### config.mk
export PLATFORM = sky130hd
export DESIGN_NAME = byte_stream_digest_32
export DESIGN_NICKNAME = d
export VERILOG_FILES = /design/src/bsd_pkg.sv /design/src/byte_stream_digest_32.sv /design/src/bsd_ctrl.sv /design/src/bsd_datapath.sv
export SDC_FILE = /design/constraint.sdc
export NUM_CORES = 1
export LEC_CHECK = 0
export ABC_AREA = 1
export ABC_CLOCK_PERIOD_IN_PS = 2000
export BUFFER_PORTS_ARGS = -buffer_cell sky130_fd_sc_hd__buf_2
export CORE_ASPECT_RATIO = 0.7
export CORE_MARGIN = 5
export CORE_UTILIZATION = 53
export DETAILED_ROUTE_END_ITERATION = 12
export PLACE_DENSITY = 0.81
export SETUP_SLACK_MARGIN = 0.3
export SYNTH_ARGS = -nofsm -noshare
export SYNTH_HDL_FRONTEND = slang
export SYNTH_SLANG_ARGS = --single-unit
### constraint.sdc
create_clock -name clk -period 2 [get_ports clk]
set_input_delay 0.1 -clock clk [delete_from_list [all_inputs] [get_ports clk]]
set_output_delay 0.1 -clock clk [all_outputs]
set_load 0.005 [all_outputs]
### src/bsd_pkg.sv
// ----------------------------------------------------------------------------
// bsd_pkg
// shared types and constants for the byte stream digest block
// ----------------------------------------------------------------------------
`timescale 1ns / 1ps

package bsd_pkg;

  localparam int DIGEST_BYTES = 32;
  localparam int IDX_W        = $clog2(DIGEST_BYTES);

  localparam logic [7:0]       INIT_XOR    = 8'h7F;
  localparam logic [31:0]      GOLDEN_MULT = 32'h9E3779B9;
  localparam logic [IDX_W-1:0] MIX_OFFSET  = IDX_W'(17);
  localparam logic [IDX_W-1:0] SHIFT_SLOT  = IDX_W'(5);
  localparam logic [IDX_W-1:0] LAST_IDX    = IDX_W'(DIGEST_BYTES - 1);

  typedef struct packed {
    logic [7:0] data_byte;
    logic       has_byte;
    logic       end_of_message;
  } bsd_in_t;

  typedef struct packed {
    logic [7:0]       digest_byte;
    logic [IDX_W-1:0] digest_index;
    logic             digest_last;
  } bsd_out_t;

  typedef enum logic [2:0] {
    S_IDLE,
    S_MULT,
    S_ALIGN,
    S_MIX,
    S_EMIT
  } bsd_state_t;

  typedef enum logic [2:0] {
    DP_HOLD,
    DP_ABSORB,
    DP_ALIGN,
    DP_MULT,
    DP_MIX,
    DP_EMIT
  } bsd_op_t;

  typedef struct packed {
    bsd_op_t op;
    logic    restart;
  } bsd_cmd_t;

  typedef struct packed {
    logic pos_zero;
    logic cnt_last;
    logic out_free;
  } bsd_sts_t;

endpackage

### src/byte_stream_digest_32.sv
// ----------------------------------------------------------------------------
// byte_stream_digest_32
// message byte: one per cycle back to back while the input is not stalled
// final item: stalls input until the last digest byte is loaded for output (32
//   multiply steps on the one multiplier, align steps, 32 mix and 32 emit steps)
// digest bytes leave one per cycle from the output register unless stalled
// reset: store back to 0x7F xor index, position zero, no digest pending
// ----------------------------------------------------------------------------
`timescale 1ns / 1ps

module byte_stream_digest_32 (
  input  logic              clk,
  input  logic              rst,
  input  logic              item_valid,
  output logic              item_stall,
  input  bsd_pkg::bsd_in_t  item,
  output logic              digest_valid,
  input  logic              digest_stall,
  output bsd_pkg::bsd_out_t digest
);
  import bsd_pkg::*;

  bsd_cmd_t cmd;
  bsd_sts_t sts;

  bsd_ctrl u_ctrl (
    .clk        (clk),
    .rst        (rst),
    .item_valid (item_valid),
    .item       (item),
    .item_stall (item_stall),
    .sts        (sts),
    .cmd        (cmd)
  );

  bsd_datapath u_datapath (
    .clk          (clk),
    .rst          (rst),
    .item         (item),
    .cmd          (cmd),
    .sts          (sts),
    .digest_valid (digest_valid),
    .digest_stall (digest_stall),
    .digest       (digest)
  );

endmodule

### src/bsd_ctrl.sv
// ----------------------------------------------------------------------------
// bsd_ctrl
// sequencer: absorb, multiply, align, mix and emit phases of the digest
// ----------------------------------------------------------------------------
`timescale 1ns / 1ps

module bsd_ctrl (
  input  logic              clk,
  input  logic              rst,
  input  logic              item_valid,
  input  bsd_pkg::bsd_in_t  item,
  output logic              item_stall,
  input  bsd_pkg::bsd_sts_t sts,
  output bsd_pkg::bsd_cmd_t cmd
);
  import bsd_pkg::*;

  bsd_state_t state;
  bsd_state_t state_next;

  always_ff @(posedge clk) begin
    if (rst) begin
      state <= S_IDLE;
    end else begin
      state <= state_next;
    end
  end

  always_comb begin
    state_next = state;
    case (state)
      S_IDLE: begin
        if (item_valid && item.end_of_message) begin
          state_next = S_MULT;
        end
      end
      S_MULT: begin
        if (sts.cnt_last) begin
          state_next = S_ALIGN;
        end
      end
      S_ALIGN: begin
        if (sts.pos_zero) begin
          state_next = S_MIX;
        end
      end
      S_MIX: begin
        if (sts.cnt_last) begin
          state_next = S_EMIT;
        end
      end
      S_EMIT: begin
        if (sts.out_free && sts.cnt_last) begin
          state_next = S_IDLE;
        end
      end
      default: state_next = S_IDLE;
    endcase
  end

  always_comb begin
    cmd.op      = DP_HOLD;
    cmd.restart = 1'b0;
    item_stall  = (state != S_IDLE);
    case (state)
      S_IDLE: begin
        if (item_valid && item.has_byte) begin
          cmd.op = DP_ABSORB;
        end
      end
      S_MULT: cmd.op = DP_MULT;
      S_ALIGN: begin
        // rotate until logical slot 0 sits at the head
        if (!sts.pos_zero) begin
          cmd.op = DP_ALIGN;
        end
      end
      S_MIX: cmd.op = DP_MIX;
      S_EMIT: begin
        if (sts.out_free) begin
          cmd.op      = DP_EMIT;
          cmd.restart = sts.cnt_last;
        end
      end
      default: cmd.op = DP_HOLD;
    endcase
  end

endmodule

### src/bsd_datapath.sv
// ----------------------------------------------------------------------------
// bsd_datapath
// rotating 32-byte store, shared multiplier, counters and output register
// ----------------------------------------------------------------------------
`timescale 1ns / 1ps

module bsd_datapath (
  input  logic              clk,
  input  logic              rst,
  input  bsd_pkg::bsd_in_t  item,
  input  bsd_pkg::bsd_cmd_t cmd,
  output bsd_pkg::bsd_sts_t sts,
  output logic              digest_valid,
  input  logic              digest_stall,
  output bsd_pkg::bsd_out_t digest
);
  import bsd_pkg::*;

  // the store is kept rotated: the slot being worked on always sits at index 0
  logic [7:0]       store      [DIGEST_BYTES];
  logic [7:0]       store_next [DIGEST_BYTES];
  logic [7:0]       upd        [DIGEST_BYTES];
  logic             rotate;
  logic [IDX_W-1:0] pos;
  logic [IDX_W-1:0] cnt;
  logic [31:0]      prod;
  logic [7:0]       b;

  assign b    = item.data_byte;
  assign prod = {24'b0, store[0]} * GOLDEN_MULT;

  always_comb begin
    for (int i = 0; i < DIGEST_BYTES; i++) begin
      upd[i] = store[i];
    end
    rotate = 1'b0;
    case (cmd.op)
      DP_ABSORB: begin
        upd[0]          = store[0] ^ b;
        upd[1]          = store[1] + b;
        upd[SHIFT_SLOT] = store[SHIFT_SLOT] ^ {b[6:0], 1'b0};
        rotate          = 1'b1;
      end
      DP_ALIGN: rotate = 1'b1;
      DP_MULT: begin
        upd[0] = prod[31:24];
        rotate = 1'b1;
      end
      DP_MIX: begin
        upd[0] = store[0] ^ store[MIX_OFFSET];
        rotate = 1'b1;
      end
      DP_EMIT: rotate = 1'b1;
      default: rotate = 1'b0;
    endcase
    for (int i = 0; i < DIGEST_BYTES; i++) begin
      if (cmd.restart) begin
        store_next[i] = INIT_XOR ^ 8'(i);
      end else if (rotate) begin
        store_next[i] = upd[IDX_W'(i + 1)];
      end else begin
        store_next[i] = upd[i];
      end
    end
  end

  always_ff @(posedge clk) begin
    if (rst) begin
      for (int i = 0; i < DIGEST_BYTES; i++) begin
        store[i] <= INIT_XOR ^ 8'(i);
      end
    end else begin
      for (int i = 0; i < DIGEST_BYTES; i++) begin
        store[i] <= store_next[i];
      end
    end
  end

  always_ff @(posedge clk) begin
    if (rst) begin
      pos <= '0;
      cnt <= '0;
    end else begin
      if (cmd.restart) begin
        pos <= '0;
      end else if (cmd.op == DP_ABSORB || cmd.op == DP_ALIGN) begin
        pos <= pos + 1'b1;
      end
      // wraps to zero at the end of every 32-step phase
      if (cmd.op == DP_MULT || cmd.op == DP_MIX || cmd.op == DP_EMIT) begin
        cnt <= cnt + 1'b1;
      end
    end
  end

  assign sts.pos_zero = (pos == '0);
  assign sts.cnt_last = (cnt == LAST_IDX);
  assign sts.out_free = !digest_valid || !digest_stall;

  always_ff @(posedge clk) begin
    if (rst) begin
      digest_valid <= 1'b0;
    end else if (cmd.op == DP_EMIT) begin
      digest_valid <= 1'b1;
    end else if (!digest_stall) begin
      digest_valid <= 1'b0;
    end
  end

  always_ff @(posedge clk) begin
    if (cmd.op == DP_EMIT) begin
      digest.digest_byte  <= store[0];
      digest.digest_index <= cnt;
      digest.digest_last  <= (cnt == LAST_IDX);
    end
  end

endmodule

==> impl_metrics.toml <==
[run_status]
status = "finished, final reports clean"

[floorplanning]
die_height_um = 82.2
fp.dieW_um = 113
coreArea_um2 = 7250
num_io_pins = 30
initial_core_util = 0.543
rows = 26
die-area_um2 = 9290

[layout]
diodes = 0
nNetsFinal = 587
area_growth_pct = 23.9
final_cell_count_no_fill = 664
fill_cells = 548
drive_gt1_frac = 0.221

[critical_path]
cpMostUsedCell = "nor2_4"
critPathLaunchType = "register"
max_stage_delay_ns = 0.48
arrival_ns = 2.09
cp_slowest_cell = "dfxtp_1"
end_kind = "register"
critPathBufInv = 1
cp.required_ns = 2.32
worst-setup-path-type = "register to register"
crit_family = "simple AND/OR/NAND/NOR gates"
cp_max_fo = 9
crit_chain = "nor2_4 > nand3_1 > nand2_2 > nor2_4 > nand2_8 > nor2_4 > clkbuf_16 > nand2_1 > nand2_1"

[power]
power.leakage_uw = 0.00221
total_power_uw = 6500
peakVddDrop_uv = 657
power_density_nw_per_um2 = 1330

[global_routing]
track_usage = 0.197
grt_pass1_vias = 3083
grt_pass1_wl_um = 14400
grt_overflow_total = 0
antenna_found_initial = 0
grt_max_degree = 20

[timing]
max_freq_ghz = 0.564
fin_crit_sh = 0.887
relSlewSlack = 0.793
clock_skew_ns = 0.00969
finalSetupTns_ns = 0
hold_viol = 0
rsz0062_at_grt = "true"
slew_viol_final = 0
finalCriticalPeriod_ns = 1.77
setup_viol = 0
worst_pin_slew_ns = 0.308

[flow_run]
drv_cap = 0

[logic_synthesis]
syn_inst = 500
synth_common_cells = "nand2_1 (126), nor2_1 (112), dfxtp_1 (82)"
synth-edff-count = 14
synth_nets = 526
synth_warnings = 0
synth.avg_cell_area_um2 = 7.88
synthArstFlopShare = 0
yosys-top-cells-area = "dfxtp_1 (42%), nand2_1 (12%), edfxtp_1 (11%)"
synth_flop_cell = "dfxtp_1"
synth_cell_types = 28
synth_top_area_share = 0.417
netlist_area_um2 = 3940
ys_seq_area_frac = 0.523
synth_top_cell_by_area = "dfxtp_1"
ys_ff_latch = 96
synth.most_common_cell = "nand2_1"

[placed_design]
placedCellCount = 622
dp_hpwl_um = 5580
place_congestion = 0.882
io_buffer_count = 29

[routing]
firstDrtPassIters = 5
final_antenna_net_count = 0
wirelength_um = 9330
vias = 3382
drt-wirelength-per-cell_um = 14.1
drc = 0
vias_per_cell = 5.09
drt_iter0_drc = 302

[clock_tree]
clock_sinks = 96
clk_pin_slew_worst_paths_ns = 0.09
cts_tree = "yes"
htree_levels = 3
clock_latency_ns = 0.37
clock_path_buffers = 2
cts_root_buf = "clkbuf_8"
cts_made_buffers = 9

[min_path]
min_path_type = "primary input to register"
-- flip-flops by register name, indices dropped and copies added (netlist names) --
name,flops
u_datapath.cnt,5
u_datapath.digest,14
u_ctrl.state,3
u_datapath.digest_valid,1
u_datapath.store,68
u_datapath.pos,5
-- logic make-up after synthesis --
logic type | after synthesis | share of synthesized area
AO/OA/AOI/OAI | 36 | 0.0486
XOR/XNOR | 10 | 0.0222
buffers and inverters | 58 | 0.0590
flip-flops | 96 | 0.523
AND/OR/NAND/NOR | 288 | 0.307
adder cells (fa/ha/maj) | 12 | 0.0400
-- report_power, final --
part / internal (µW) / total [µW] / switching, µW
registers: 2470 / 2760 / 297
logic: 992 / 2400 / 1410
clock network: 655 / 1340 / 681
-- final cells by class --
cell class              count  area [µm²]  share of cell area
clock buffers              11         151              0.0310
clock inverters             5        63.8              0.0131
multi-input cells         348        1810               0.370
inverters                  46         183              0.0374
well taps                  98         123              0.0251
repair buffers             60         480              0.0984
flip-flops and latches     96        2070               0.425
-- worst paths after layout --
check | startpoint | to | slack, ns | depth (start not counted)
max | u_ctrl.state[1] | u_datapath.store[9][0] | 0.23 | 9
min | digest_stall | u_datapath.digest_valid | 0.08 | 3
max reg2reg | u_ctrl.state[1] | u_datapath.store[9][0] | 0.23 | 9
min reg2reg | u_datapath.store[0][3] | u_datapath.digest[9] | 0.44 | 0
-- layer usage --
layer | vias to the layer above | global-route usage | wire length, µm
met3 | 27 | 0.0532 | 735
met2 | 138 | 0.335 | 4290
met4 | 0 | 0.0732 | 261
li1 | 1691 | - | -
met5 | - | 0 | 0
met1 | 1526 | 0.244 | 4050
-- what timing repair did --
action / CTS / global route
gates cloned: 2 / 2
hold endpoints to repair: 5 / 0
setup buffers: 11 / 10
gates resized for setup: 16 / 25
hold buffers: 1 / 0
endpoints found under the setup margin: 56 / 75
pin swaps: 15 / 11
-- placed cells by master, fill, tap and decap left out, types with 11 or more instances in the layout --
master,n
edfxtp_1,14
o21ai_0,15
dfxtp_1,74
buf_4,20
clkbuf_8,11
a21oi_1,16
nand2_1,123
inv_1,37
nand3_1,24
nor2_1,107
buf_2,29
-- worst reg2reg max path: stages, from the launching register on --
cell,delay [ns]
dfxtp_1,0.48
nor2_4,0.10
nand3_1,0.14
nand2_2,0.14
nor2_4,0.20
nand2_8,0.10
nor2_4,0.24
clkbuf_16,0.21
nand2_1,0.06
nand2_1,0.06
-- per-stage QoR --
step	util	hold WS [ns]	instance area [µm²]	setup WS [ns]
floorplan	-	0.169	3980	0.293
global placement	0.585	0.344	4250	0.182
detailed placement	0.585	0.366	4250	0.112
CTS	0.646	0.0721	4690	0.267
global route	0.673	0.0717	4880	0.160
finish	0.673	0.0777	4880	0.226
Power figures use the tool's default switching activity.
